$ cat config.mk
export PLATFORM = sky130hd
export DESIGN_NAME = save_ram_writeback_sequencer
export DESIGN_NICKNAME = d
export VERILOG_FILES = /design/src/design/srws_pkg.sv /design/src/design/srws_cfg.sv /design/src/design/srws_core.sv /design/src/design/save_ram_writeback_sequencer.sv
export SDC_FILE = /design/constraint.sdc
export NUM_CORES = 1
export LEC_CHECK = 0
export ABC_CLOCK_PERIOD_IN_PS = 15500
export BUFFER_PORTS_ARGS = -buffer_cell sky130_fd_sc_hd__buf_2
export CELL_PAD_IN_SITES_DETAIL_PLACEMENT = 1
export CELL_PAD_IN_SITES_GLOBAL_PLACEMENT = 1
export CORE_UTILIZATION = 51
export DETAILED_ROUTE_END_ITERATION = 12
export PLACE_DENSITY_LB_ADDON = 0.1
export SLEW_MARGIN = 10
export SYNTH_ARGS = -nofsm -noshare
export SYNTH_HDL_FRONTEND = slang
export SYNTH_SLANG_ARGS = --single-unit
$ cat constraint.sdc
create_clock -name aclk -period 15.5 [get_ports aclk]
set_clock_uncertainty 0.2 [all_clocks]
set_input_delay 0.775 -clock aclk [delete_from_list [all_inputs] [get_ports aclk]]
set_output_delay 0.775 -clock aclk [all_outputs]
set_load 0.02 [all_outputs]
$ cat src/design/srws_pkg.sv
`default_nettype none

package srws_pkg;

    localparam int MAX_SECTORS_DEF = 256;

    localparam int CFG_IDX_W  = 2;
    localparam int CFG_DATA_W = 16;
    localparam int QUIET_W    = 16;
    localparam int SECT_CFG_W = 9;
    localparam int IDX_W      = 8;
    localparam int STAT_W     = 32;

    localparam logic [CFG_IDX_W-1:0] REG_SAVE_ENABLED = 2'd0;
    localparam logic [CFG_IDX_W-1:0] REG_QUIET_FRAMES = 2'd1;
    localparam logic [CFG_IDX_W-1:0] REG_SECTOR_COUNT = 2'd2;

    localparam logic [QUIET_W-1:0]    QUIET_RESET  = 16'd60;
    localparam logic [SECT_CFG_W-1:0] SECTOR_RESET = 9'd1;

    localparam logic [1:0] ST_OK   = 2'd0;
    localparam logic [1:0] ST_BUSY = 2'd1;

    typedef enum logic [2:0] {
        CMD_NONE     = 3'd0,
        CMD_SNAPSHOT = 3'd1,
        CMD_BEGIN    = 3'd2,
        CMD_SECTOR   = 3'd3,
        CMD_END      = 3'd4
    } cmd_t;

    typedef enum logic [1:0] {
        PH_IDLE   = 2'd0,
        PH_BEGIN  = 2'd1,
        PH_SECTOR = 2'd2,
        PH_END    = 2'd3
    } phase_t;

    typedef struct packed {
        logic                  save_enabled;
        logic [QUIET_W-1:0]    quiet_frames;
        logic [SECT_CFG_W-1:0] sector_count;
    } cfg_t;

    typedef struct packed {
        cmd_t              command;
        logic [IDX_W-1:0]  sector_index;
        logic              writing;
        logic [STAT_W-1:0] save_count;
        logic [STAT_W-1:0] error_count;
        logic [STAT_W-1:0] busy_count;
        logic [STAT_W-1:0] last_save_len;
    } result_t;

endpackage

`default_nettype wire

$ cat src/design/srws_cfg.sv
`default_nettype none

module srws_cfg
    import srws_pkg::*;
(
    input  wire logic                  aclk,
    input  wire logic                  aresetn,
    input  wire logic                  cfg_we,
    input  wire logic [CFG_IDX_W-1:0]  cfg_index,
    input  wire logic [CFG_DATA_W-1:0] cfg_wdata,
    output cfg_t                       cfg
);

    cfg_t cfg_reg;
    cfg_t cfg_next;

    always_comb begin
        cfg_next = cfg_reg;
        if (cfg_we) begin
            case (cfg_index)
                REG_SAVE_ENABLED: cfg_next.save_enabled = cfg_wdata[0];
                REG_QUIET_FRAMES: cfg_next.quiet_frames = cfg_wdata[QUIET_W-1:0];
                REG_SECTOR_COUNT: cfg_next.sector_count = cfg_wdata[SECT_CFG_W-1:0];
                default: ;
            endcase
        end
    end

    always_ff @(posedge aclk) begin
        if (!aresetn) begin
            cfg_reg.save_enabled <= 1'b0;
            cfg_reg.quiet_frames <= QUIET_RESET;
            cfg_reg.sector_count <= SECTOR_RESET;
        end else begin
            cfg_reg <= cfg_next;
        end
    end

    assign cfg = cfg_reg;

endmodule

`default_nettype wire

$ cat src/design/srws_core.sv
`default_nettype none

module srws_core
    import srws_pkg::*;
#(
    parameter int MAX_SECTORS = MAX_SECTORS_DEF
) (
    input  wire logic       aclk,
    input  wire logic       aresetn,
    input  wire logic       step,
    input  wire logic       ram_changed,
    input  wire logic [1:0] storage_status,
    input  wire cfg_t       cfg,
    output result_t         res
);

    localparam int CNT_W = $clog2(MAX_SECTORS + 1);
    localparam int CMP_W = (CNT_W > SECT_CFG_W) ? CNT_W : SECT_CFG_W;
    localparam logic [CMP_W-1:0] MAX_CMP = CMP_W'(MAX_SECTORS);

    phase_t            phase_reg, phase_next;
    logic [CNT_W-1:0]  sector_reg, sector_next;
    logic [STAT_W-1:0] frame_reg, frame_next;
    logic [STAT_W-1:0] change_reg, change_next;
    logic [STAT_W-1:0] start_reg, start_next;
    logic              dirty_reg, dirty_next;
    logic              writing_reg, writing_next;
    logic [STAT_W-1:0] saves_reg, saves_next;
    logic [STAT_W-1:0] errors_reg, errors_next;
    logic [STAT_W-1:0] busy_reg, busy_next;
    logic [STAT_W-1:0] length_reg, length_next;

    logic              st_ok, st_busy, st_err, issued;
    logic              dirty_pre, save_go, last_sector;
    logic [STAT_W-1:0] change_pre;
    logic [CMP_W-1:0]  sc_ext, sc_min1, eff_sectors;
    logic [CNT_W-1:0]  sector_inc;
    cmd_t              cmd;
    logic [IDX_W-1:0]  idx;

    assign st_ok   = (storage_status == ST_OK);
    assign st_busy = (storage_status == ST_BUSY);
    assign st_err  = storage_status[1];
    assign issued  = cfg.save_enabled && (phase_reg != PH_IDLE);

    assign frame_next = frame_reg + 32'd1;
    assign dirty_pre  = ram_changed ? 1'b1 : dirty_reg;
    assign change_pre = ram_changed ? frame_next : change_reg;
    assign save_go    = dirty_pre &&
                        ((frame_next - change_pre) >= {16'd0, cfg.quiet_frames});

    assign sc_ext      = CMP_W'(cfg.sector_count);
    assign sc_min1     = (sc_ext == '0) ? CMP_W'(1) : sc_ext;
    assign eff_sectors = (sc_min1 > MAX_CMP) ? MAX_CMP : sc_min1;
    assign sector_inc  = sector_reg + CNT_W'(1);
    assign last_sector = (CMP_W'(sector_inc) >= eff_sectors);

    // next phase
    always_comb begin
        phase_next = phase_reg;
        if (cfg.save_enabled) begin
            case (phase_reg)
                PH_IDLE:   if (save_go) phase_next = PH_BEGIN;
                PH_BEGIN:  if (st_ok) phase_next = PH_SECTOR;
                PH_SECTOR: if (st_ok && last_sector) phase_next = PH_END;
                PH_END:    if (st_ok) phase_next = PH_IDLE;
                default:   phase_next = PH_IDLE;
            endcase
            if (issued && st_err) begin
                phase_next = PH_IDLE;
            end
        end
    end

    // command and datapath
    always_comb begin
        cmd          = CMD_NONE;
        idx          = '0;
        sector_next  = sector_reg;
        change_next  = change_reg;
        start_next   = start_reg;
        dirty_next   = dirty_reg;
        writing_next = writing_reg;
        saves_next   = saves_reg;
        errors_next  = errors_reg;
        busy_next    = busy_reg;
        length_next  = length_reg;
        if (cfg.save_enabled) begin
            dirty_next  = dirty_pre;
            change_next = change_pre;
            case (phase_reg)
                PH_IDLE: begin
                    if (save_go) begin
                        cmd          = CMD_SNAPSHOT;
                        dirty_next   = 1'b0;
                        start_next   = frame_next;
                        writing_next = 1'b1;
                    end
                end
                PH_BEGIN: begin
                    cmd = CMD_BEGIN;
                    if (st_ok) sector_next = '0;
                end
                PH_SECTOR: begin
                    cmd = CMD_SECTOR;
                    idx = sector_reg[IDX_W-1:0];
                    if (st_ok) sector_next = sector_inc;
                end
                default: begin
                    cmd = CMD_END;
                    if (st_ok) begin
                        writing_next = 1'b0;
                        saves_next   = saves_reg + 32'd1;
                        length_next  = frame_next - start_reg;
                    end
                end
            endcase
            if (issued && st_busy) begin
                busy_next = busy_reg + 32'd1;
            end
            if (issued && st_err) begin
                errors_next  = errors_reg + 32'd1;
                writing_next = 1'b0;
                dirty_next   = 1'b1;
                change_next  = frame_next;
            end
        end
    end

    always_ff @(posedge aclk) begin
        if (!aresetn) begin
            phase_reg   <= PH_IDLE;
            sector_reg  <= '0;
            frame_reg   <= '0;
            change_reg  <= '0;
            start_reg   <= '0;
            dirty_reg   <= 1'b0;
            writing_reg <= 1'b0;
            saves_reg   <= '0;
            errors_reg  <= '0;
            busy_reg    <= '0;
            length_reg  <= '0;
        end else if (step) begin
            phase_reg   <= phase_next;
            sector_reg  <= sector_next;
            frame_reg   <= frame_next;
            change_reg  <= change_next;
            start_reg   <= start_next;
            dirty_reg   <= dirty_next;
            writing_reg <= writing_next;
            saves_reg   <= saves_next;
            errors_reg  <= errors_next;
            busy_reg    <= busy_next;
            length_reg  <= length_next;
        end
    end

    always_comb begin
        res.command       = cmd;
        res.sector_index  = idx;
        res.writing       = writing_next;
        res.save_count    = saves_next;
        res.error_count   = errors_next;
        res.busy_count    = busy_next;
        res.last_save_len = length_next;
    end

endmodule

`default_nettype wire

$ cat src/design/save_ram_writeback_sequencer.sv
// Save-RAM writeback sequencer. Each input beat is one frame tick: a RAM-changed
// flag and the status of the storage command issued on that tick. Each tick
// yields exactly one result beat: the command for this tick, the sector index
// and the save statistics. One beat is taken per cycle while the output is not
// stalled by m_ready; a tick passes through an input register and the sequencer
// logic into the result register. Write configuration only while no ticks are in
// flight.
`default_nettype none

module save_ram_writeback_sequencer
    import srws_pkg::*;
#(
    parameter int MAX_SECTORS = MAX_SECTORS_DEF
) (
    input  wire logic                  aclk,
    input  wire logic                  aresetn,
    input  wire logic                  cfg_we,
    input  wire logic [CFG_IDX_W-1:0]  cfg_index,
    input  wire logic [CFG_DATA_W-1:0] cfg_wdata,
    input  wire logic                  s_valid,
    output logic                       s_ready,
    input  wire logic                  s_ram_changed,
    input  wire logic [1:0]            s_storage_status,
    output logic                       m_valid,
    input  wire logic                  m_ready,
    output logic [2:0]                 m_command,
    output logic [IDX_W-1:0]           m_sector_index,
    output logic                       m_writing,
    output logic [STAT_W-1:0]          m_save_count,
    output logic [STAT_W-1:0]          m_error_count,
    output logic [STAT_W-1:0]          m_busy_count,
    output logic [STAT_W-1:0]          m_last_save_len
);

    cfg_t    cfg;
    result_t res;
    result_t out_reg;

    logic       in_valid_reg, in_valid_next;
    logic       out_valid_reg, out_valid_next;
    logic       changed_reg;
    logic [1:0] status_reg;
    logic       advance, step, in_fire;

    srws_cfg u_cfg (
        .aclk      (aclk),
        .aresetn   (aresetn),
        .cfg_we    (cfg_we),
        .cfg_index (cfg_index),
        .cfg_wdata (cfg_wdata),
        .cfg       (cfg)
    );

    srws_core #(
        .MAX_SECTORS (MAX_SECTORS)
    ) u_core (
        .aclk           (aclk),
        .aresetn        (aresetn),
        .step           (step),
        .ram_changed    (changed_reg),
        .storage_status (status_reg),
        .cfg            (cfg),
        .res            (res)
    );

    assign advance = !out_valid_reg || m_ready;
    assign step    = in_valid_reg && advance;
    assign s_ready = !in_valid_reg || advance;
    assign in_fire = s_valid && s_ready;

    always_comb begin
        in_valid_next = in_valid_reg;
        if (in_fire) begin
            in_valid_next = 1'b1;
        end else if (step) begin
            in_valid_next = 1'b0;
        end
        out_valid_next = out_valid_reg;
        if (step) begin
            out_valid_next = 1'b1;
        end else if (m_ready) begin
            out_valid_next = 1'b0;
        end
    end

    always_ff @(posedge aclk) begin
        if (!aresetn) begin
            in_valid_reg  <= 1'b0;
            out_valid_reg <= 1'b0;
        end else begin
            in_valid_reg  <= in_valid_next;
            out_valid_reg <= out_valid_next;
        end
    end

    always_ff @(posedge aclk) begin
        if (in_fire) begin
            changed_reg <= s_ram_changed;
            status_reg  <= s_storage_status;
        end
        if (step) begin
            out_reg <= res;
        end
    end

    assign m_valid         = out_valid_reg;
    assign m_command       = out_reg.command;
    assign m_sector_index  = out_reg.sector_index;
    assign m_writing       = out_reg.writing;
    assign m_save_count    = out_reg.save_count;
    assign m_error_count   = out_reg.error_count;
    assign m_busy_count    = out_reg.busy_count;
    assign m_last_save_len = out_reg.last_save_len;

endmodule

`default_nettype wire
==> flow_summary_export.csv, run 1 <==
group,metric,value,unit
logic_synthesis,yosysUniqueCellTypes,112,
routing,drc,0,
clock_network,clk_pin_slew,0.06,ns
sta,period_needed,8.51,ns
place,place_hpwl,44.7,mm
global_routing,antenna_found_initial,0,
clock_network,cts_tree,"built",
clock_network,htree_num_levels,2,
setup_path,worstRegToRegCells,26,
clock_network,cts-root-to-sink-buffers,3,
worst_hold_path,holdPathEnd,"status_reg[0]",
floorplanning,start_util,51.7,%
floorplanning,fp.dieW,214,um
routing,vias,19220,
routing,finalWirelength,63.4,mm
global_routing,grt-busiest-layer,"met2",
final_layout,nets,2739,
sta,drv_slew,0,
final_layout,area_delta_synth_final,11.4,%
floorplanning,rows,77,
place,gp_congestion,0.866,
setup_path,endpoint_kind,"register",
power_and_ir_drop,power_density,96.4,mW/mm^2
power_and_ir_drop,p_total,2.46,mW
logic_synthesis,synth_fp_nets,2657,
clock_network,cts_root_buffer,"clkbuf_16",
logic_synthesis,ys_warn_count,0,
job,drv_cap,0,
clock_network,cts_made_buffers,46,
clock_network,clock_sinks,408,
clock_network,clk-insertion-delay-late,0.58,ns
global_routing,grt_util_met3,2.93,%
setup_path,crit_start,"u_core.frame_reg[0]",
global_routing,grtUsageMet2,46.6,%
sta,rsz0062_at_grt,"false",
logic_synthesis,synth_cells,2572,
setup_path,crit_fanout,32,
place,portBuffers,167,
global_routing,grt_max_degree,85,
clock_network,cts_resized,0,
sta,tightestPinTransition,1.05,ns
final_layout,fin_util,57.6,%
global_routing,grt_pass1_wl,101,mm
global_routing,use_met1,36.8,%
global_routing,grt_overflow,0,
sta,setup_tns,0,ns
place,postPlaceCellArea,0.0240,mm^2
setup_path,cp_data_required_time,15.76,ns
logic_synthesis,yosysSeqAreaShare,42.0,%
routing,dr.first_iter.drc_count,1121,
logic_synthesis,ys_ff_latch,408,
setup_path,crit_arrival,8.78,ns
floorplanning,io_pins,168,
run_status,outcome,"complete, no violations",
floorplanning,dieArea,0.0457,mm^2
setup_path,r2r-start,"u_core.frame_reg[0]",
place,pre_cts_ws,7.16,ns
routing,drt-vias-per-instance,5.86,
sta,hold_violations,0,
routing,wl_per_cell,19.3,um
setup_path,critical_path_class,"reg2reg",
final_layout,antenna_cells,0,
logic_synthesis,avgSynthCellArea,8.89,um^2
clock_network,cts_setup_buffers,0,
sta,period_share,54.9,%
logic_synthesis,synth_ff_type,"dfxtp_1",
worst_hold_path,hold_depth,1,
power_and_ir_drop,ir_drop,0.0000774,V
sta,fmax,0.117,GHz
sta,timing.final.ws_setup,6.99,ns
global_routing,grt_pass1_vias,19305,
logic_synthesis,ys_async_sr_fraction,0,%
floorplanning,core,0.0442,mm^2
final_layout,final_common_cell,"nand2_1",
logic_synthesis,syn_area,0.0229,mm^2
final_layout,final_layout_size_suffix_gt1_share,11.6,%
final_layout,fin_area,0.0255,mm^2
setup_path,rrSetupSlack,6.99,ns
routing,drtAntennaViolNets,0,
logic_synthesis,synth_edf_count,143,
worst_hold_path,min_from,"s_storage_status[0]",
sta,relSlewSlack,29.5,%
final_layout,layout_common_cells,"nand2_1 (338), nor2_1 (290), dfxtp_1 (265), buf_2 (167), xor2_1 (155)",
setup_path,start_kind,"register",
worst_hold_path,worst_hold_path_type,"in2reg",
power_and_ir_drop,p_leak,9.96,nW
clock_network,holdBufCountCts,0,
setup_path,reg2reg_to,"u_core.start_reg[17]",
floorplanning,die_h,214,um
global_routing,grt_use_total,27.4,%
sta,setup_viol,0,
routing,dr.pass1.iters,5,
-- power breakdown --
| group | switching [mW] | internal (mW) | total (mW) | leakage [nW] |
|---|---|---|---|---|
| Sequential | 0.0121 | 1.13 | 1.14 | 3.44 |
| Clock | 0.457 | 0.634 | 1.09 | 0.728 |
| Combinational | 0.148 | 0.0774 | 0.225 | 5.79 |
-- layer usage --
layer	share of wire, %	up-vias
li1	-	9209
met1	46	9550
met2	48	377
met3	3.6	84
met4	2.2	0
met5	0	-
-- worst max-delay path, stage by stage (launching register included) --
cell       delay [ns]
dfxtp_1          0.62
ha_1             0.46
mux2i_1          0.27
ha_1             0.27
nor2b_1          0.14
o21ai_0          0.35
a21boi_0         0.21
a221oi_1         0.76
a311oi_1         0.21
a31o_2           0.33
and2_1           0.18
o311ai_0         0.51
inv_1            0.09
a211oi_1         0.30
ha_1             0.31
a21o_1           0.19
a21o_1           0.17
a211oi_1         0.29
o211ai_1         0.13
a2111oi_0        0.40
nand4_1          0.15
a2111o_1         0.31
nor4_1           0.24
nand4_1          0.12
buf_4            0.25
o21a_2           0.53
o211a_1          0.34
-- per-stage QoR --
stage	std cells	hold WS [ns]
3_5_place_dp	3198	0.249
4_1_cts	3282	0.150
2_1_floorplan	2572	0.235
6_report	3282	0.181
5_1_grt	3282	0.162
3_3_place_gp	3198	0.242
-- how the worst max path moves through the flow --
stage	endpoint	slack, ns	depth (start not counted)
final	u_core.start_reg[17]	6.99	26
after global routing	u_core.start_reg[8]	6.64	27
after CTS	u_core.start_reg[15]	7.12	26
after detailed placement	u_core.start_reg[31]	7.16	26
after global placement	u_core.start_reg[6]	7.60	28
after floorplan	m_writing	7.87	31
-- cells in the mapped netlist (28+ instances only) --
master	number	area (um^2)
xnor2_1	135	1180
mux2i_1	33	330
xor2_1	155	1360
and3_1	62	388
inv_1	77	289
dfxtp_1	265	5310
nand2_1	338	1270
clkbuf_1	112	420
a211oi_1	43	323
nor2_1	290	1090
o21ai_0	103	515
a21o_1	28	210
or3_1	45	282
edfxtp_1	143	4290
a21oi_1	135	676
nand3_1	65	325
nor3_1	63	315
ha_1	57	713
o211ai_1	30	225
-- kinds of logic after synthesis --
group	count (synthesis)	synth area share, %
compound gates	515	15.4
xor+xnor	303	12.3
fa+ha+maj	71	3.82
buf+inv	232	4.09
flops	408	42.0
mux	34	1.49
simple gates	1009	20.9
-- layout make-up --
type                    count  area (um^2)
flip-flops and latches    408         9600
clock inverters            23          234
repair buffers            186          978
clock buffers              61         1250
well taps                 592          741
multi-input cells        1932        12400
inverters                  80          313
fillers                  5156        18700
Note: power is estimated with default switching activity, not from simulation.
==> inputs of run 2 (changes only) <==
- ABC_CLOCK_PERIOD_IN_PS: 15500 -> 7100
- CORE_UTILIZATION: 51 -> 42
- clock period: 15.5 -> 7.1 ns (I/O delays scaled with it)
==> run 2 against run 1 <==
Net effect:
- die area grew 21%
- highest routed layer unchanged
- maximum frequency is 28% higher
- clock power increased by 110%
- via count shrank 1.4%
==> flow_summary_export.csv, run 2 (synthesized netlist as in run 1, its figures left out) <==
group,metric,value,unit
run_status,outcome,"complete, no violations",
routing,dr.first_iter.drc_count,938,
final_layout,final_layout_size_suffix_gt1_share,12.7,%
final_layout,fin_area,0.0261,mm^2
clock_network,cts_tree,"built",
routing,dr.pass1.iters,4,
sta,relSlewSlack,23.6,%
place,postPlaceCellArea,0.0243,mm^2
worst_hold_path,worst_hold_path_type,"in2reg",
final_layout,antenna_cells,0,
setup_path,critPathSlowestCell,"a221oi_2",
setup_path,start_kind,"register",
clock_network,htree_num_levels,2,
place,place_hpwl,45.7,mm
setup_path,cp_data_required_time,7.21,ns
floorplanning,dieArea,0.0554,mm^2
final_layout,fin_util,48.5,%
power_and_ir_drop,ir_drop,0.000183,V
final_layout,final_cells,3437,
final_layout,layout_common_cells,"nand2_1 (338), nor2_1 (290), dfxtp_1 (265), buf_2 (167), xor2_1 (155)",
place,gp_congestion,0.864,
clock_network,clk_pin_slew,0.06,ns
sta,period_needed,6.67,ns
floorplanning,die_h,235,um
clock_network,cts_made_buffers,47,
global_routing,grt_max_degree,155,
sta,tightestPinTransition,1.14,ns
job,drv_cap,0,
sta,period_share,93.9,%
place,portBuffers,167,
setup_path,max_stage_delay,0.38,ns
clock_network,clock_sinks,408,
floorplanning,rows,85,
routing,drc,0,
clock_network,cts-root-to-sink-buffers,3,
final_layout,final_common_cell,"nand2_1",
global_routing,grt_overflow,0,
sta,drv_slew,0,
sta,holdWs,0.143,ns
clock_network,clk-insertion-delay-late,0.58,ns
sta,setup_tns,0,ns
setup_path,endpoint_kind,"register",
setup_path,critical_path_class,"reg2reg",
setup_path,crit_fanout,22,
place,dp.cells,3326,
routing,wl_per_cell,18.6,um
routing,finalWirelength,64.0,mm
sta,hold_violations,0,
floorplanning,io_pins,168,
floorplanning,start_util,42.5,%
sta,rsz0062_at_grt,"false",
power_and_ir_drop,power_density,205,mW/mm^2
clock_network,cts_root_buffer,"clkbuf_16",
global_routing,grt_pass1_wl,104,mm
floorplanning,fp.dieW,235,um
power_and_ir_drop,p_leak,10.2,nW
global_routing,grt_use_total,22.7,%
routing,drt-vias-per-instance,5.51,
global_routing,antenna_found_initial,0,
routing,drtAntennaViolNets,0,
sta,setup_viol,0,
final_layout,nets,2788,
setup_path,crit_arrival,6.77,ns
global_routing,grt_pass1_vias,19399,
routing,vias,18954,
floorplanning,core,0.0538,mm^2
final_layout,area_delta_synth_final,14.2,%
sta,fmax,0.150,GHz
run 2: changes by cell type in the layout (fill, tap and decap cells not counted), sizes merged:
cell / change
dlygate4sd3: +24
bufinv: -3
buf: +24
clkbuf: +7
clkinv: -2
inv: +1
run 2: where the power goes:
| group | internal [mW] | switching, mW |
|---|---|---|
| clock network | 1.34 | 0.992 |
| logic | 0.194 | 0.338 |
| registers | 2.46 | 0.0239 |
run 2: timing repair:
action                                  CTS  global route
endpoints found under the setup margin    4            38
setup buffers                             0             0
hold endpoints to repair                 31             0
gates resized for setup                   3            15
pin swaps                                 0             5
hold buffers                             24             0
run 2: worst max-delay path: cells and delay by family, from the launching register on:
family / cells / cell delay [ns]
flops: 1 / 0.34
xor+xnor: 1 / 0.11
buf+inv: 2 / 0.35
simple gates: 7 / 1.14
fa+ha+maj: 3 / 0.95
compound gates: 16 / 3.28
run 2: final timing paths:
| kind | start | end | slack (ns) | cells past startpoint |
|---|---|---|---|---|
| setup reg to reg | u_core.frame_reg[0] | m_writing | 0.43 | 29 |
| setup / recovery | u_core.frame_reg[0] | m_writing | 0.43 | 29 |
| hold reg to reg | u_cfg.cfg[17] | u_cfg.cfg[17] | 0.25 | 2 |
| hold / removal | aresetn | u_cfg.cfg[0] | 0.14 | 3 |
run 2: final cells by class:
type,count,area [um^2]
Fill cell,6257,27700
Tap cell,696,871
Sequential cell,408,9600
Clock inverter,19,139
Timing Repair Buffer,234,1430
Clock buffer,68,1330
Multi-Input combinational cell,1932,12400
Inverter,80,313
run 2: per-layer routing:
layer  track usage [%]  share of wire (%)  vias to the layer above
met5                 0                  0                        -
met4              6.18                2.2                        0
met3              2.63                2.8                       95
met2              37.8                 46                      253
met1              31.1                 49                     9299
li1                  -                  -                     9307
run 2: metrics by stage:
step	power, mW	setup WS [ns]
5_1_grt	5.56	0.0181
3_3_place_gp	3.04	0.136
3_5_place_dp	3.06	-0.0545
4_1_cts	5.42	0.000688
6_report	5.35	0.435
2_1_floorplan	2.89	0.00759
==> inputs of run 3 (changes only) <==
- CORE_UTILIZATION: 42 -> 43
- SYNTH_HIERARCHICAL: default -> 1
==> run 3 against run 2 <==
Net effect:
- sequential power about the same
- hold slack better by 0.11 ns
- combinational power down 11%
- global-route usage up 0.48 points
- routed wire length down 2.0%
- highest routed layer unchanged
- largest power group unchanged
- largest cell class unchanged
==> flow_summary_export.csv, run 3 <==
group,metric,value,unit
power_and_ir_drop,p_leak,10.1,nW
worst_hold_path,worst_hold_path_type,"reg2reg",
routing,drt-vias-per-instance,5.49,
setup_path,timing.critical_path.buf_inv,3,
clock_network,clk_pin_slew,0.06,ns
setup_path,critical-path-top-delay-family,"simple AND/OR/NAND/NOR gates",
place,gp_congestion,0.832,
sta,fmax,0.150,GHz
final_layout,nets,2743,
power_and_ir_drop,p_total,5.45,mW
routing,drc,0,
clock_network,cts_tree,"built",
clock_network,cts-root-to-sink-buffers,3,
floorplanning,core,0.0524,mm^2
setup_path,cp-endpoint,"m_command[0]",
sta,rsz0062_at_grt,"false",
logic_synthesis,synth_fp_nets,2608,
logic_synthesis,ys_warn_count,6,
place,place_hpwl,44.6,mm
place,portBuffers,167,
place,dp.cells,3268,
logic_synthesis,synth.largest_area_cell,"dfxtp_1",
logic_synthesis,yosysSeqAreaShare,42.1,%
sta,period_share,94.0,%
logic_synthesis,ys_ff_latch,408,
clock_network,clock_sinks,408,
setup_path,crit_path_cell_trace,"nand4_1, buf_4, or4_4, nor4_4, and3_1, and3_1, nor2b_1, xnor2_1, inv_1, ha_1, nand3_1, nor2_1, a211o_1, a21oi_1, a21oi_1, or4_1, nor4_1, and4bb_1, nand4_1, nor4_4, buf_4, nand2_1, a32o_1",
final_layout,final_layout_size_suffix_gt1_share,11.6,%
setup_path,cp.depth,23,
power_and_ir_drop,power_density,209,mW/mm^2
setup_path,critical_path_class,"reg2reg",
global_routing,grt_use_total,23.2,%
power_and_ir_drop,p_switching,1.35,mW
logic_synthesis,synth.most_common_cell,"nor2_1",
power_and_ir_drop,ir_drop,0.000134,V
clock_network,htree_num_levels,2,
routing,dr.first_iter.drc_count,844,
setup_path,r2r-start,"u_core/frame_reg[8]",
power_and_ir_drop,sw_frac_of_total,24.8,%
job,drv_cap,0,
final_layout,final_cells,3386,
logic_synthesis,synth_top_area_share,23.3,%
logic_synthesis,synth_ff_type,"dfxtp_1",
clock_network,cts_made_buffers,48,
sta,hold_violations,0,
routing,drtAntennaViolNets,0,
setup_path,critPathSlowestCell,"or4_4",
worst_hold_path,min_from,"u_cfg/cfg[22]",
global_routing,grt_overflow,0,
logic_synthesis,synthTopCellsByArea,"dfxtp_1 (23%), edfxtp_1 (19%), xor2_1 (7.5%)",
clock_network,cts_root_buffer,"clkbuf_16",
sta,tightestPinTransition,1.19,ns
final_layout,area_delta_synth_final,14.2,%
logic_synthesis,synth_cells,2523,
logic_synthesis,ys_async_sr_fraction,0,%
floorplanning,rows,84,
floorplanning,die_h,232,um
global_routing,grt_max_degree,152,
final_layout,final_common_cell,"nor2_1",
setup_path,rrSetupSlack,0.43,ns
sta,setup_tns,0,ns
routing,finalWirelength,62.7,mm
final_layout,layout_common_cells,"nor2_1 (310), nand2_1 (305), dfxtp_1 (265), xor2_1 (194), buf_2 (166)",
sta,period_needed,6.67,ns
sta,drv_slew,0,
setup_path,crit_start,"u_core/frame_reg[8]",
sta,relSlewSlack,19.8,%
floorplanning,start_util,43.5,%
floorplanning,io_pins,168,
run_status,outcome,"complete, no violations",
power_and_ir_drop,intPower,4.10,mW
setup_path,cp_data_required_time,7.24,ns
setup_path,crit_fanout,7,
logic_synthesis,synthTopCellsByCount,"nor2_1 (310), nand2_1 (306), dfxtp_1 (265), xor2_1 (194), edfxtp_1 (143)",
sta,setup_viol,0,
routing,dr.pass1.iters,5,
logic_synthesis,yosysUniqueCellTypes,90,
routing,wl_per_cell,18.5,um
floorplanning,dieArea,0.0539,mm^2
setup_path,worstRegToRegCells,23,
power_and_ir_drop,seq_power_share,45.7,%
routing,vias,18573,
logic_synthesis,syn_area,0.0228,mm^2
setup_path,reg2reg_to,"m_command[0]",
global_routing,grt_pass1_vias,18845,
setup_path,crit_arrival,6.81,ns
final_layout,fin_util,49.6,%
power_and_ir_drop,comb_power_share,8.7,%
logic_synthesis,avgSynthCellArea,9.03,um^2
setup_path,endpoint_kind,"register",
setup_path,start_kind,"register",
floorplanning,fp.dieW,232,um
final_layout,antenna_cells,0,
global_routing,grt_pass1_wl,101,mm
global_routing,antenna_found_initial,0,
logic_synthesis,synth_edf_count,143,
power_and_ir_drop,p_clk_share,45.6,%
clock_network,clk-insertion-delay-late,0.58,ns
clock_network,cts_setup_buffers,0,
setup_path,max_stage_delay,0.58,ns
-- run 3: worst min path at each step --
| stage | to | cells after the start |
|---|---|---|
| after global placement | u_core/length_reg[26] | 2 |
| after CTS | status_reg[1] | 2 |
| after floorplan | u_core/length_reg[26] | 2 |
| after detailed placement | u_core/start_reg[28] | 2 |
| final | u_cfg/cfg[22] | 2 |
| after global routing | u_cfg/cfg[22] | 2 |
-- run 3: what timing repair did --
action                                  in CTS  in global routing
gates resized for setup                      0                  3
endpoints found under the setup margin       0                 34
endpoints found under the hold margin       41                  0
hold buffers                                28                  0
-- run 3: power groups by stage --
stage	Combinational, mW	Clock, mW	Sequential [mW]
after floorplan	0.265	0	2.59
after global placement	0.457	0	2.54
after detailed placement	0.466	0	2.54
after CTS	0.480	2.54	2.49
after global routing	0.521	2.63	2.49
final	0.475	2.49	2.49
-- run 3: cells by family (layout without fill, tap and decap cells) --
| group | Yosys count | in the layout | share of synthesized area [%] |
|---|---|---|---|
| AND/OR/NAND/NOR | 1001 | 1001 | 20.6 |
| XOR/XNOR | 331 | 331 | 13.6 |
| buffers and inverters | 218 | 393 | 3.99 |
| multiplexers | 89 | 89 | 3.93 |
| AO/OA/AOI/OAI | 394 | 394 | 11.4 |
| flip-flops | 408 | 408 | 42.1 |
| adder cells (fa/ha/maj) | 82 | 82 | 4.32 |
-- run 3: area by class of cell --
cell class,instances,area (um^2)
fillers,6072,26400
well taps,688,861
repair buffers,228,1390
multi-input cells,1897,12300
flip-flops and latches,408,9600
clock inverters,24,240
inverters,75,287
clock buffers,66,1330
-- run 3: stage by stage --
stage / setup slack, ns / hold slack [ns] / area (um^2)
after floorplan: 0.0878 / 0.230 / 22800
after global placement: 0.594 / 0.240 / 24200
after detailed placement: 0.430 / 0.250 / 24200
after CTS: 0.412 / 0.257 / 26000
after global routing: 0.00450 / 0.274 / 26000
final: 0.428 / 0.256 / 26000
-- run 3: layer usage --
| metal | global-route usage [%] | vias to the layer above | routed length [um] | share of wire, % |
|---|---|---|---|---|
| met3 | 2.81 | 85 | 1890 | 3.0 |
| met2 | 38.1 | 259 | 29000 | 46 |
| met1 | 31.9 | 9143 | 30400 | 49 |
| met5 | 0 | - | 0 | 0 |
| li1 | - | 9086 | - | - |
| met4 | 6.21 | 0 | 1430 | 2.3 |
-- run 3: worst register-to-register path, cell delays in order, from the launching register on --
cell,delay [ns]
dfxtp_1,0.53
nand4_1,0.35
buf_4,0.27
or4_4,0.58
nor4_4,0.31
and3_1,0.26
and3_1,0.27
nor2b_1,0.19
xnor2_1,0.19
inv_1,0.16
ha_1,0.39
nand3_1,0.15
nor2_1,0.06
a211o_1,0.27
a21oi_1,0.24
a21oi_1,0.10
or4_1,0.44
nor4_1,0.24
and4bb_1,0.24
nand4_1,0.16
nor4_4,0.28
buf_4,0.22
nand2_1,0.10
a32o_1,0.25
